[config.mk]
export PLATFORM = sky130hd
export DESIGN_NAME = midpoint_ellipse_generator
export DESIGN_NICKNAME = d
export VERILOG_FILES = /design/src/sv/meg_pkg.sv /design/src/sv/meg_front.sv /design/src/sv/meg_back.sv /design/src/sv/midpoint_ellipse_generator.sv
export SDC_FILE = /design/constraint.sdc
export NUM_CORES = 2
export LEC_CHECK = 0
export BUFFER_PORTS_ARGS = -buffer_cell sky130_fd_sc_hd__buf_4
export CORE_MARGIN = 2
export CORE_UTILIZATION = 27
export DETAILED_ROUTE_END_ITERATION = 6
export MAX_ROUTING_LAYER = met4
export SLEW_MARGIN = 20
export SYNTH_ARGS = -nofsm -noshare
export SYNTH_HDL_FRONTEND = slang
export SYNTH_HIERARCHICAL = 1
export SYNTH_SLANG_ARGS = --single-unit
[constraint.sdc]
create_clock -name i_clk -period 7.7 [get_ports i_clk]
set_input_delay 0.77 -clock i_clk [delete_from_list [all_inputs] [get_ports i_clk]]
set_output_delay 0.77 -clock i_clk [all_outputs]
set_load 0.005 [all_outputs]
[src/sv/meg_pkg.sv]
`timescale 1ns / 1ps
// Shared types and constants of the midpoint ellipse generator.
// No dependencies; imported by meg_front, meg_back and the top level.
package meg_pkg;

    localparam int COORD_W = 16;
    localparam int RAD_W   = 7;
    localparam int SQ_W    = 2 * RAD_W;
    localparam int X_W     = RAD_W + 1;
    localparam int Y_W     = RAD_W + 2;
    localparam int SLOPE_W = 25;
    localparam int DEC_W   = 32;
    localparam int MA_W    = SQ_W;
    localparam int MB_W    = 2 * (X_W + 1);
    localparam int PROD_W  = MA_W + MB_W;
    localparam int ACC_W   = PROD_W + 3;
    localparam int OP_W    = 2;

    typedef enum logic {
        CMD_START = 1'b0,
        CMD_STEP  = 1'b1
    } t_cmd_kind;

    typedef enum logic {
        KIND_POINT = 1'b0,
        KIND_SPAN  = 1'b1
    } t_item_kind;

    typedef struct packed {
        t_cmd_kind          kind;
        logic [COORD_W-1:0] cx;
        logic [COORD_W-1:0] cy;
        logic [RAD_W-1:0]   rx;
        logic [RAD_W-1:0]   ry;
        logic               fill;
        logic [OP_W-1:0]    op;
    } t_cmd;

    typedef struct packed {
        logic valid;
        t_cmd cmd;
    } t_q_out;

    typedef enum logic [3:0] {
        B_IDLE,
        B_SQ_RX,
        B_SQ_RY,
        B_MUL_T,
        B_INIT_D,
        B_STEP_A,
        B_STEP_B,
        B_EMIT,
        B_R2_HX,
        B_R2_A,
        B_R2_YM,
        B_R2_B,
        B_R2_C,
        B_R2_D
    } t_back_state;

endpackage

[src/sv/meg_front.sv]
`timescale 1ns / 1ps
// Front end: takes input transfers, decodes the command and holds it
// in a two-entry queue for the back end. Uses meg_pkg.
module meg_front (
    input  logic                        i_clk,
    input  logic                        i_rst_n,
    input  logic                        i_valid,
    output logic                        o_stall,
    input  logic                        i_command,
    input  logic [meg_pkg::COORD_W-1:0] i_center_x,
    input  logic [meg_pkg::COORD_W-1:0] i_center_y,
    input  logic [meg_pkg::RAD_W-1:0]   i_radius_x,
    input  logic [meg_pkg::RAD_W-1:0]   i_radius_y,
    input  logic                        i_fill_mode,
    input  logic [meg_pkg::OP_W-1:0]    i_draw_value,
    input  logic                        i_pop,
    output meg_pkg::t_q_out             o_q
);
    import meg_pkg::*;

    t_cmd       r_q [2];
    logic       r_wr;
    logic       r_rd;
    logic [1:0] r_cnt;
    t_cmd       w_in;
    logic       w_push;
    logic       w_pop;

    always_comb begin
        w_in.kind = i_command ? CMD_STEP : CMD_START;
        w_in.cx   = i_center_x;
        w_in.cy   = i_center_y;
        w_in.rx   = i_radius_x;
        w_in.ry   = i_radius_y;
        w_in.fill = i_fill_mode;
        w_in.op   = i_draw_value;
    end

    assign o_stall   = r_cnt[1];
    assign w_push    = i_valid && !o_stall;
    assign w_pop     = i_pop && (r_cnt != 2'd0);
    assign o_q.valid = (r_cnt != 2'd0);
    assign o_q.cmd   = r_q[r_rd];

    always_ff @(posedge i_clk) begin
        if (!i_rst_n) begin
            r_wr  <= 1'b0;
            r_rd  <= 1'b0;
            r_cnt <= 2'd0;
        end else begin
            if (w_push) begin
                r_wr <= !r_wr;
            end
            if (w_pop) begin
                r_rd <= !r_rd;
            end
            r_cnt <= r_cnt + {1'b0, w_push} - {1'b0, w_pop};
        end
    end

    always_ff @(posedge i_clk) begin
        if (w_push) begin
            r_q[r_wr] <= w_in;
        end
    end

endmodule

[src/sv/meg_back.sv]
`timescale 1ns / 1ps
// Back end: runs the two-region midpoint ellipse on one shared multiplier
// and sends the items through an output register. Uses meg_pkg.
module meg_back (
    input  logic                        i_clk,
    input  logic                        i_rst_n,
    input  meg_pkg::t_q_out             i_q,
    output logic                        o_pop,
    output logic                        o_valid,
    input  logic                        i_stall,
    output logic                        o_item_kind,
    output logic [meg_pkg::COORD_W-1:0] o_x_start,
    output logic [meg_pkg::COORD_W-1:0] o_x_end,
    output logic [meg_pkg::COORD_W-1:0] o_y_pos,
    output logic [meg_pkg::OP_W-1:0]    o_pixel_op,
    output logic                        o_last
);
    import meg_pkg::*;

    t_back_state r_state;
    t_back_state n_state;

    logic [COORD_W-1:0]      r_cx;
    logic [COORD_W-1:0]      r_cy;
    logic [RAD_W-1:0]        r_rx;
    logic [RAD_W-1:0]        r_ry;
    logic                    r_fill;
    logic [OP_W-1:0]         r_op;
    logic [SQ_W-1:0]         r_rxsq;
    logic [SQ_W-1:0]         r_rysq;
    logic [X_W-1:0]          r_x;
    logic signed [Y_W-1:0]   r_y;
    logic signed [SLOPE_W-1:0] r_sx;
    logic signed [SLOPE_W-1:0] r_sy;
    logic signed [DEC_W-1:0] r_d;
    logic                    r_r2;
    logic                    r_active;
    logic [PROD_W-1:0]       r_prod;
    logic signed [ACC_W-1:0] r_acc;
    logic                    r_br;
    logic                    r_enter;
    logic                    r_done;
    logic [COORD_W-1:0]      r_exp;
    logic [COORD_W-1:0]      r_exn;
    logic [COORD_W-1:0]      r_eyp;
    logic [COORD_W-1:0]      r_eyn;
    logic [1:0]              r_k;

    logic                    r_out_valid;
    t_item_kind              r_out_kind;
    logic [COORD_W-1:0]      r_out_xs;
    logic [COORD_W-1:0]      r_out_xe;
    logic [COORD_W-1:0]      r_out_y;
    logic [OP_W-1:0]         r_out_op;
    logic                    r_out_last;

    logic [MA_W-1:0]         w_ma;
    logic [MB_W-1:0]         w_mb;
    logic [PROD_W-1:0]       w_prod;
    logic                    w_out_free;
    logic                    w_emit;
    logic [1:0]              w_last_k;
    logic [X_W:0]            w_hx;
    logic signed [Y_W:0]     w_ym;
    logic [Y_W:0]            w_ym_abs;
    logic signed [SLOPE_W-1:0] w_rxsq2;
    logic signed [SLOPE_W-1:0] w_rysq2;
    logic signed [SLOPE_W-1:0] w_sx_inc;
    logic signed [SLOPE_W-1:0] w_sy_dec;
    logic signed [Y_W-1:0]   w_y_dec;
    logic [COORD_W-1:0]      w_xe;
    logic [COORD_W-1:0]      w_ye;
    logic signed [DEC_W-1:0] w_base;
    logic signed [DEC_W-1:0] w_sxe;
    logic signed [DEC_W-1:0] w_sye;
    logic signed [DEC_W-1:0] w_d_new;
    logic signed [ACC_W-1:0] w_prod4;
    logic signed [ACC_W-1:0] w_q_base;
    logic signed [ACC_W-1:0] w_q;
    logic signed [ACC_W-1:0] w_q_adj;
    t_item_kind              w_kind;
    logic [COORD_W-1:0]      w_xs;
    logic [COORD_W-1:0]      w_xend;
    logic [COORD_W-1:0]      w_yo;

    // shared datapath terms
    assign w_hx     = {r_x, 1'b1};
    assign w_ym     = {r_y[Y_W-1], r_y} - (Y_W+1)'(1);
    assign w_ym_abs = w_ym[Y_W] ? (Y_W+1)'(-w_ym) : (Y_W+1)'(w_ym);
    assign w_rxsq2  = {{(SLOPE_W-SQ_W-1){1'b0}}, r_rxsq, 1'b0};
    assign w_rysq2  = {{(SLOPE_W-SQ_W-1){1'b0}}, r_rysq, 1'b0};
    assign w_sx_inc = r_sx + w_rysq2;
    assign w_sy_dec = r_sy - w_rxsq2;
    assign w_y_dec  = r_y - Y_W'(1);
    assign w_xe     = {{(COORD_W-X_W){1'b0}}, r_x};
    assign w_ye     = {{(COORD_W-Y_W){r_y[Y_W-1]}}, r_y};
    assign w_prod   = {{(PROD_W-MA_W){1'b0}}, w_ma} * {{(PROD_W-MB_W){1'b0}}, w_mb};

    // decision update after a step
    assign w_base  = r_r2 ? {{(DEC_W-SQ_W){1'b0}}, r_rxsq} : {{(DEC_W-SQ_W){1'b0}}, r_rysq};
    assign w_sxe   = (!r_r2 || !r_br) ? {{(DEC_W-SLOPE_W){r_sx[SLOPE_W-1]}}, r_sx} : '0;
    assign w_sye   = (r_r2 || !r_br) ? {{(DEC_W-SLOPE_W){r_sy[SLOPE_W-1]}}, r_sy} : '0;
    assign w_d_new = r_d + w_base + w_sxe - w_sye;

    // quarter-unit start values, truncated toward zero
    assign w_prod4  = {1'b0, r_prod, 2'b00};
    assign w_q_base = (r_state == B_INIT_D)
                    ? ({{(ACC_W-SQ_W-2){1'b0}}, r_rysq, 2'b00}
                       + {{(ACC_W-SQ_W){1'b0}}, r_rxsq})
                    : r_acc;
    assign w_q      = w_q_base - w_prod4;
    assign w_q_adj  = w_q + (w_q[ACC_W-1] ? ACC_W'(3) : ACC_W'(0));

    assign w_out_free = !r_out_valid || !i_stall;
    assign w_last_k   = r_fill ? 2'd1 : 2'd3;

    // item selection
    always_comb begin
        if (r_fill) begin
            w_kind = KIND_SPAN;
            w_xs   = r_exn;
            w_xend = r_exp;
            w_yo   = r_k[0] ? r_eyn : r_eyp;
        end else begin
            w_kind = KIND_POINT;
            w_xs   = (r_k[0] ^ r_k[1]) ? r_exn : r_exp;
            w_xend = w_xs;
            w_yo   = r_k[1] ? r_eyn : r_eyp;
        end
    end

    // next state
    always_comb begin
        n_state = r_state;
        case (r_state)
            B_IDLE: begin
                if (i_q.valid) begin
                    if (i_q.cmd.kind == CMD_START) begin
                        n_state = B_SQ_RX;
                    end else if (r_active) begin
                        n_state = B_STEP_A;
                    end
                end
            end
            B_SQ_RX:  n_state = B_SQ_RY;
            B_SQ_RY:  n_state = B_MUL_T;
            B_MUL_T:  n_state = B_INIT_D;
            B_INIT_D: n_state = (r_prod == '0) ? B_R2_HX : B_IDLE;
            B_STEP_A: n_state = B_STEP_B;
            B_STEP_B: n_state = B_EMIT;
            B_EMIT: begin
                if (w_out_free && (r_k == w_last_k)) begin
                    n_state = r_enter ? B_R2_HX : B_IDLE;
                end
            end
            B_R2_HX:  n_state = B_R2_A;
            B_R2_A:   n_state = B_R2_YM;
            B_R2_YM:  n_state = B_R2_B;
            B_R2_B:   n_state = B_R2_C;
            B_R2_C:   n_state = B_R2_D;
            B_R2_D:   n_state = B_IDLE;
            default:  n_state = B_IDLE;
        endcase
    end

    // state outputs
    always_comb begin
        o_pop  = 1'b0;
        w_emit = 1'b0;
        w_ma   = '0;
        w_mb   = '0;
        case (r_state)
            B_IDLE:  o_pop = i_q.valid;
            B_EMIT:  w_emit = w_out_free;
            B_SQ_RX: begin
                w_ma = MA_W'(r_rx);
                w_mb = MB_W'(r_rx);
            end
            B_SQ_RY: begin
                w_ma = MA_W'(r_ry);
                w_mb = MB_W'(r_ry);
            end
            B_MUL_T: begin
                w_ma = r_rxsq;
                w_mb = MB_W'(r_ry);
            end
            B_R2_HX: begin
                w_ma = MA_W'(w_hx);
                w_mb = MB_W'(w_hx);
            end
            B_R2_A: begin
                w_ma = r_rysq;
                w_mb = r_prod[MB_W-1:0];
            end
            B_R2_YM: begin
                w_ma = MA_W'(w_ym_abs);
                w_mb = MB_W'(w_ym_abs);
            end
            B_R2_B: begin
                w_ma = r_rxsq;
                w_mb = r_prod[MB_W-1:0];
            end
            B_R2_C: begin
                w_ma = r_rxsq;
                w_mb = MB_W'(r_rysq);
            end
            default: begin
                o_pop = 1'b0;
            end
        endcase
    end

    // control registers
    always_ff @(posedge i_clk) begin
        if (!i_rst_n) begin
            r_state     <= B_IDLE;
            r_active    <= 1'b0;
            r_r2        <= 1'b0;
            r_out_valid <= 1'b0;
        end else begin
            r_state <= n_state;
            if (w_emit) begin
                r_out_valid <= 1'b1;
            end else if (!i_stall) begin
                r_out_valid <= 1'b0;
            end
            if (r_state == B_IDLE && i_q.valid && i_q.cmd.kind == CMD_START) begin
                r_active <= 1'b1;
                r_r2     <= 1'b0;
            end
            if (r_state == B_STEP_A && r_r2 && w_y_dec[Y_W-1]) begin
                r_active <= 1'b0;
            end
            if (r_state == B_R2_D) begin
                r_r2 <= 1'b1;
            end
        end
    end

    // datapath registers
    always_ff @(posedge i_clk) begin
        r_prod <= w_prod;
        if (w_emit) begin
            r_out_kind <= w_kind;
            r_out_xs   <= w_xs;
            r_out_xe   <= w_xend;
            r_out_y    <= w_yo;
            r_out_op   <= r_op;
            r_out_last <= r_done && (r_k == w_last_k);
            r_k        <= r_k + 2'd1;
        end
        case (r_state)
            B_IDLE: begin
                if (i_q.valid && i_q.cmd.kind == CMD_START) begin
                    r_cx   <= i_q.cmd.cx;
                    r_cy   <= i_q.cmd.cy;
                    r_rx   <= i_q.cmd.rx;
                    r_ry   <= i_q.cmd.ry;
                    r_fill <= i_q.cmd.fill;
                    r_op   <= i_q.cmd.op;
                    r_x    <= '0;
                    r_y    <= {{(Y_W-RAD_W){1'b0}}, i_q.cmd.ry};
                    r_sx   <= '0;
                end
            end
            B_SQ_RY: r_rxsq <= r_prod[SQ_W-1:0];
            B_MUL_T: r_rysq <= r_prod[SQ_W-1:0];
            B_INIT_D: begin
                r_sy <= {1'b0, r_prod[SLOPE_W-3:0], 1'b0};
                r_d  <= w_q_adj[DEC_W+1:2];
            end
            B_STEP_A: begin
                r_exp  <= r_cx + w_xe;
                r_exn  <= r_cx - w_xe;
                r_eyp  <= r_cy + w_ye;
                r_eyn  <= r_cy - w_ye;
                r_done <= r_r2 && w_y_dec[Y_W-1];
                if (!r_r2) begin
                    r_br <= r_d[DEC_W-1];
                    r_x  <= r_x + X_W'(1);
                    r_sx <= w_sx_inc;
                    if (!r_d[DEC_W-1]) begin
                        r_y  <= w_y_dec;
                        r_sy <= w_sy_dec;
                    end
                end else begin
                    r_br <= !r_d[DEC_W-1] && (r_d != '0);
                    r_y  <= w_y_dec;
                    r_sy <= w_sy_dec;
                    if (r_d[DEC_W-1] || r_d == '0) begin
                        r_x  <= r_x + X_W'(1);
                        r_sx <= w_sx_inc;
                    end
                end
            end
            B_STEP_B: begin
                r_d     <= w_d_new;
                r_enter <= !r_r2 && !(r_sx < r_sy);
                r_k     <= 2'd0;
            end
            B_R2_YM: r_acc <= {{(ACC_W-PROD_W){1'b0}}, r_prod};
            B_R2_C:  r_acc <= r_acc + w_prod4;
            B_R2_D:  r_d   <= w_q_adj[DEC_W+1:2];
            default: begin
                r_acc <= r_acc;
            end
        endcase
    end

    assign o_valid     = r_out_valid;
    assign o_item_kind = r_out_kind;
    assign o_x_start   = r_out_xs;
    assign o_x_end     = r_out_xe;
    assign o_y_pos     = r_out_y;
    assign o_pixel_op  = r_out_op;
    assign o_last      = r_out_last;

endmodule

[src/sv/midpoint_ellipse_generator.sv]
`timescale 1ns / 1ps
// Top level of the midpoint ellipse generator: front queue plus back end.
// Uses meg_pkg, meg_front and meg_back.
//
//   channel  | handshake          | payload
//   ---------+--------------------+-------------------------------------------
//   command  | i_valid / o_stall  | command, center, radii, fill, draw value
//   items    | o_valid / i_stall  | kind, x start/end, row, pixel op, last
//
// A start runs B_SQ_RX to B_INIT_D; a step runs B_STEP_A and B_STEP_B,
// then sends four points (outline) or two spans (fill) through the
// one-item output register; entering region two adds B_R2_HX to B_R2_D.
// Reset is synchronous, active low, and drops any queued commands. The
// two-entry queue keeps accepting, until full, while items wait on i_stall.
module midpoint_ellipse_generator (
    input  logic                        i_clk,
    input  logic                        i_rst_n,
    input  logic                        i_valid,
    output logic                        o_stall,
    input  logic                        i_command,
    input  logic [meg_pkg::COORD_W-1:0] i_center_x,
    input  logic [meg_pkg::COORD_W-1:0] i_center_y,
    input  logic [meg_pkg::RAD_W-1:0]   i_radius_x,
    input  logic [meg_pkg::RAD_W-1:0]   i_radius_y,
    input  logic                        i_fill_mode,
    input  logic [meg_pkg::OP_W-1:0]    i_draw_value,
    output logic                        o_valid,
    input  logic                        i_stall,
    output logic                        o_item_kind,
    output logic [meg_pkg::COORD_W-1:0] o_x_start,
    output logic [meg_pkg::COORD_W-1:0] o_x_end,
    output logic [meg_pkg::COORD_W-1:0] o_y_pos,
    output logic [meg_pkg::OP_W-1:0]    o_pixel_op,
    output logic                        o_last
);
    import meg_pkg::*;

    t_q_out w_q;
    logic   w_pop;

    meg_front u_front (
        .i_clk       (i_clk),
        .i_rst_n     (i_rst_n),
        .i_valid     (i_valid),
        .o_stall     (o_stall),
        .i_command   (i_command),
        .i_center_x  (i_center_x),
        .i_center_y  (i_center_y),
        .i_radius_x  (i_radius_x),
        .i_radius_y  (i_radius_y),
        .i_fill_mode (i_fill_mode),
        .i_draw_value(i_draw_value),
        .i_pop       (w_pop),
        .o_q         (w_q)
    );

    meg_back u_back (
        .i_clk      (i_clk),
        .i_rst_n    (i_rst_n),
        .i_q        (w_q),
        .o_pop      (w_pop),
        .o_valid    (o_valid),
        .i_stall    (i_stall),
        .o_item_kind(o_item_kind),
        .o_x_start  (o_x_start),
        .o_x_end    (o_x_end),
        .o_y_pos    (o_y_pos),
        .o_pixel_op (o_pixel_op),
        .o_last     (o_last)
    );

    a_pop_needs_entry: assert property (@(posedge i_clk) disable iff (!i_rst_n)
        w_pop |-> w_q.valid)
        else $error("back end popped an empty queue");

    a_reset_clears_out: assert property (@(posedge i_clk)
        !i_rst_n |=> !o_valid)
        else $error("output valid after reset");

    a_point_one_column: assert property (@(posedge i_clk) disable iff (!i_rst_n)
        (o_valid && o_item_kind == KIND_POINT) |-> (o_x_start == o_x_end))
        else $error("point transfer with differing columns");

endmodule
Word-level counts from Yosys, hierarchy flattened
Memory sizes are Yosys's and may differ from the RTL's. A register that Yosys moved wholly into a read port is not among the register bits.
Cells that the tools add are included.
Operators by class
  multiplexer cells: 52
  $lt $le $gt $ge: 1
  add/sub/neg operators: 20
  $mul: 1
  reductions and logical operators: 45
  equal/unequal tests: 21
  bitwise logic cells: 3
Operators with widths (number)
  two-way mux 25 bit: 5
  case mux 18 bit (6 select lines): 1
  case mux 25 bit (2 select lines): 2
  two-way mux 16 bit: 6
  case mux 14 bit (6 select lines): 1
  case mux 35 bit (2 select lines): 1
  adder 32 bit: 2
  zero test 32 bit: 2
  two-way mux 32 bit: 2
  case mux 32 bit (2 select lines): 1
  case mux 4 bit (13 select lines): 1
  adder 35 bit: 1
  two-way mux 35 bit: 1
  subtractor 35 bit: 1
  adder 34 bit: 1
  multiplier 14 x 18 -> 32 bit: 1
  nonzero test 32 bit: 1
  subtractor 32 bit: 1
  two-way mux 9 bit: 3
  adder 25 x 16 -> 25 bit: 1
  < comparator 25 bit: 1
  subtractor 25 x 16 -> 25 bit: 1
  equality test 4 bit (second input constant): 6
  two-way mux 4 bit: 6
  other kinds (37): 94
Storage, ports and cells
  memory bits (writable): 100
  input port bits: 54
  flip-flop bits (word level): 375
  memories: 1
  output and inout bits: 54
Memories
  u_front.r_q: depth 2, bits a word 50, read ports 1, clocked after memory_dff 1, write ports 1, line meg_front.sv:21  | t_cmd r_q [2];

Longest topological paths before layout
  depth in word-level cells: 6
  mapped depth: 36

Hierarchy
Netlist, hierarchy kept.
Modules (own cells, without submodules)
  meg_back: times used 1, cells each 3637, area each 34366.7 um^2
  meg_front: times used 1, cells each 183, area each 3870.0 um^2

Worst setup path after synthesis
No wires, ideal clock.
  kind: register to register
  start: register u_back.r_y[4]
  end: register u_back.r_prod[30]
  setup time: 72 ps
  period minus slack after synthesis: 8395 ps
  cell stages (with the launch flop): 34
  data arrival time: 8323 ps
  setup slack: -695 ps
  data required time: 7628 ps
  cell sequence: edfxtp_1 -> nor4_1 -> and3_1 -> a21oi_1 -> clkbuf_1 -> or3_1 -> a32oi_1 -> and4_1 -> clkbuf_1 -> nor2_1 -> fa_1 -> inv_1 -> fa_1 -> inv_1 -> fa_1 -> inv_1 -> fa_1 -> inv_1 -> fa_1 -> inv_1 -> fa_1 -> inv_1 -> ha_1 -> and4_1 -> and2_1 -> nor2b_1 -> a2111oi_0 -> o21ai_0 -> a31oi_1 -> a211oi_1 -> o31ai_1 -> o21bai_1 -> a21oi_1 -> xnor2_1
On the way
  cells in the longest elaborated chain, start to end: 5
  elaborated cells between the ends (all ways): 6
  classes of those cells: add/sub (2); mul (1); mux (3)
RTL lines
  start: declaration: line meg_back.sv:32  | logic signed [Y_W-1:0] r_y;
  start signal: assignment: line meg_back.sv:262  | r_y <= {{(Y_W-RAD_W){1'b0}}, i_q.cmd.ry};
  start signal: assignment: line meg_back.sv:283  | r_y <= w_y_dec;
  start signal: assignment: line meg_back.sv:288  | r_y <= w_y_dec;
  subtractor 9 x 2 -> 10 bit (*): line meg_back.sv:88  | assign w_ym = {r_y[Y_W-1], r_y} - (Y_W+1)'(1);
  negator 10 bit: line meg_back.sv:89  | assign w_ym_abs = w_ym[Y_W] ? (Y_W+1)'(-w_ym) : (Y_W+1)'(w_ym);
  two-way mux 10 bit (*): line meg_back.sv:89
  case mux 14 bit (6 select lines) or case mux 18 bit (6 select lines) (tied branches): line meg_back.sv:172  | case (r_state)
  multiplier 14 x 18 -> 32 bit (*): line meg_back.sv:97  | assign w_prod = {{(PROD_W-MA_W){1'b0}}, w_ma} * {{(PROD_W-MB_W){1'b0}}, w_mb};
  net u_back.w_prod[30]: line meg_back.sv:59  | logic [PROD_W-1:0] w_prod;
  end signal: assignment: line meg_back.sv:242  | r_prod <= w_prod;
  end: declaration: line meg_back.sv:38  | logic [PROD_W-1:0] r_prod;
The timed path passes the listed nets; every way through them passes the cells marked *.
A chain may end at the register's enable or synchronous reset.

Worst setup path in the final report
  start: register u_back.r_y[0]
  end: register u_back.r_prod[31]
The elaborated chain is that of the path after synthesis.

==> summary.md <==
| Metric | Value |
|---|---|
| Pre-antenna DRT Iters | `5` |
| Avg Cell Area, Syn | `10.0 um2` |
| Initial Util | `27.1%` |
| Hold Vio Cnt, Final | `0` |
| RSZ-0062 raised after global routing | `true` |
| Flops & latches, synth | `471` |
| GRT Residual Overflow | `0` |
| Crit path top cell by count | `fa_1` |
| NumNets Final | `4,767` |
| Max cap viols | `0` |
| Leak | `19.2 nW` |
| Minimum clock period | `8.09 ns` |
| Vias in the first global route | `29,351` |
| Area growth from synthesis to layout | `19.2%` |
| Crit path launch | `u_back/r_y[0]$_DFFE_PP_` |
| Die Ht | `380 um` |
| Setup violations, final | `9` |
| CTS max path bufs | `3` |
| Max incr delay on CP | `0.55 ns` |
| Critical R2R Capture | `u_back/r_prod[31]$_DFF_P_` |
| Top post-synthesis cells by count | `inv_1, edfxtp_1, nand2_1, ha_1, nor2_1` |
| Overall Global Routing Usage | `14.7%` |
| Core Util, Final | `32.3%` |
| CP Launch Type | `flip-flop` |
| Asr flop ratio synth | `0%` |
| Clock Latency Late Sink | `0.63 ns` |
| Clock slew at reported path FFs | `0.06 ns` |
| Die width | `380 um` |
| Root buf cell | `clkbuf_16` |
| F_max | `124 MHz` |
| CP max-delay cell | `fa_1` |
| Top-area cell type share of the netlist area | `33.4%` |
| Grt peak-use layer | `met2` |
| Cell accounting for the most synthesized area | `edfxtp_1` |
| Slew @ Worst Pin | `0.961 ns` |
| Max FO, Critical Path | `5` |
| Simple logic cell fraction of the synthesized area | `14.3%` |
| Global routing usage on met2 | `24.3%` |
| Syn_nets | `4,439` |
| H-tree levels | `2` |
| Signal arrival time at the worst endpoint | `8.60 ns` |
| Violated checks | `setup timing` |
| Core area | `0.141 mm2` |
| Fin crit share | `105%` |
| Compound-Gate Fraction of Synth Area | `12.2%` |
| Final Worst Setup Slack | `-0.388 ns` |
| Hpwl dp | `84,100 um` |
| DRT antenna net count | `0` |
| Post-synthesis xor/xnor area fraction | `5.36%` |
| Initial antenna violation count | `6` |
| First-pass GRT wire length | `164,000 um` |
| Primary FF master, synth | `edfxtp_1` |
| Initial DRC Count | `1,935` |
| IO Pins | `108` |
| Largest net degree at the start of global routing | `84` |
| Largest family of logic cells by synthesized area | `adder cells` |
| Reg-to-reg startpoint | `u_back/r_y[0]$_DFFE_PP_` |
| Post-synthesis cell count | `3,820` |
| Skew final | `0.0271 ns` |
| Final GP Congestion | `0.924` |
| Overall Power | `0.0138 W` |
| CTS tree | `yes` |
| Top cells by area, synth | `edfxtp_1, fa_1, ha_1, inv_1, nand2_1` |
| Hold Buf Count CTS | `0` |
| GR Layer Usage met1 | `19.0%` |
| DRC | `0` |
| Final wirelength | `105,000 um` |
| Place WS | `-0.804 ns` |
| Port buffer count | `107` |
| Sinks on the clock net | `471` |
| Worst ir drop on vdd | `177 uV` |
| Share of post-route cells with drive strength above 1 | `16.8%` |
| Status | `finished with violations` |
| WL/cell | `17.3 um` |
| Synthesized area | `0.0382 mm2` |
| Met3 Track Usage GR | `1.65%` |
| Hold WC Path Type | `in -> reg` |
| Worst EP required | `8.21 ns` |
| Row count | `138` |
| Critical Path End | `u_back/r_prod[31]$_DFF_P_` |
| Count of flip-flops with a built-in enable after synthesis | `425` |
| Setup CP Type | `reg -> reg` |
| PwrDens | `303 mW/mm2` |
| Worst Setup End Kind | `flip-flop` |
| R2R depth | `36` |
| TritonCTS Buffers | `53` |
| Post-synthesis mux area share | `3.48%` |
| Via/cell ratio | `4.74` |
| Vias post-DR | `28,833` |
| Count of final max-slew check failures | `0` |
| Post-synthesis adder-cell area fraction | `23.2%` |
| Slew HR | `35.9%` |
| R2r setup slk | `-0.39 ns` |
| Full die area | `0.145 mm2` |
| Syn. warnings | `6` |
| Count leader, synth | `inv_1` |
| Seq/Total Area, Yosys | `35.8%` |
| Yosys cell types | `93` |
[cells by family after synthesis]
kind of cell               count (synthesis)
and+or+nand+nor                         1140
AOI/OAI and AO/OA                        726
adders and majority gates                565
buffers and inverters                    563
DFF                                      471
xor gates and xnor gates                 234
muxes                                    121
[power breakdown]
group          switching [W]  internal, W
Clock                0.00113      0.00157
Combinational        0.00415      0.00307
Sequential          0.000322      0.00359
Total                0.00560      0.00823
[final cells by class]
| class | instances | area, um2 |
|---|---|---|
| diodes | 6 | 15.0 |
| multi-input cells | 2786 | 23000 |
| fillers | 14348 | 95500 |
| clock inverters | 37 | 474 |
| flip-flops and latches | 471 | 13700 |
| clock buffers | 62 | 1380 |
| inverters | 452 | 1700 |
| well taps | 1890 | 2360 |
| repair buffers | 384 | 2950 |
[layer usage]
metal / wire [um] / share of wire, %
met1: 46600 / 44
met2: 49700 / 47
met3: 5790 / 5.5
met4: 3160 / 3.0
met5: 0 / 0
[worst min-delay path by stage]
stage / cells after the start / start / slack [ns] / end
finish: 1 / i_center_y[10] / 0.34 / u_front/r_q[0][27]$_DFFE_PP_
CTS: 1 / i_center_y[8] / 0.29 / u_front/r_q[1][25]$_DFFE_PP_
detailed placement: 0 / u_back/r_exp[0]$_DFFE_PP_ / 0.41 / u_back/o_x_start[0]$_DFFE_PP_
global route: 1 / i_draw_value[1] / 0.31 / u_front/r_q[1][1]$_DFFE_PP_
global placement: 0 / u_back/r_op[0]$_DFFE_PP_ / 0.40 / u_back/o_pixel_op[0]$_DFFE_PP_
floorplan: 0 / u_back/r_op[0]$_DFFE_PP_ / 0.40 / u_back/o_pixel_op[0]$_DFFE_PP_
[cell usage in the layout, fill, tap and decap left out, drive strengths merged, types with 14 or more instances in the layout]
master  netlist  routed
mux2         96      96
edfxtp      425     425
o21bai       28      28
nand2       401     401
nor3         73      73
dfxtp        46      46
xor2         88      88
a21oi       192     192
a31oi        24      24
o21ai       195     195
clkinv        1      19
a22o         18      18
or3          28      28
a22oi        14      14
buf          21     384
a21o         67      67
o211ai       17      17
a211oi       26      26
and3         30      30
nand4        35      35
nor2b        45      45
o21a         22      22
fa          241     241
ha          324     324
inv         451     456
and4         18      18
xnor2       146     146
clkbuf       90      62
mux2i        25      25
nand2b       36      36
nor2        276     276
nand3        61      61
o31ai        22      22
nor4         28      28
and2         66      66
[worst max-delay path: cells and delay by family (launching register included)]
family	cells	cell delay, ns
AOI/OAI and AO/OA	8	1.57
buffers and inverters	8	0.70
xor gates and xnor gates	3	0.50
muxes	1	0.18
DFF	1	0.48
and+or+nand+nor	8	1.08
adders and majority gates	8	3.46
[sequential cells by signal, indices dropped and copies added, names as in the netlist, 8 cells and up, named ones only]
name	count
u_back/r_rysq	14
u_back/r_prod	32
u_back/r_cx	16
u_back/r_x	8
u_back/r_exp	16
u_back/r_eyp	16
u_front/r_q	100
u_back/o_x_end	15
u_back/o_y_pos	16
u_back/r_d	32
u_back/r_y	9
u_back/r_sx	24
u_back/r_exn	15
u_back/o_x_start	16
u_back/r_rxsq	14
u_back/r_eyn	15
u_back/r_cy	16
u_back/r_sy	24
u_back/r_acc	35
[per-stage QoR]
step | hold slack (ns) | std cells | setup TNS [ns] | cell area (um2)
final | 0.337 | 6088 | -1.45 | 45600
after global routing | 0.307 | 6087 | -5.72 | 45600
after detailed placement | 0.414 | 5962 | -4.31 | 43200
after global placement | 0.404 | 5962 | -3.68 | 43200
after floorplan | 0.400 | 3820 | -0.00555 | 38500
after CTS | 0.294 | 6071 | -1.36 | 45300
[timing repair]
item	in CTS	in global routing
cloned	0	0
endpoints found under the setup margin	12	21
resized for setup	37	48
setup buffers	11	16
pin swaps	52	31
Power figures use the tool's default switching activity.
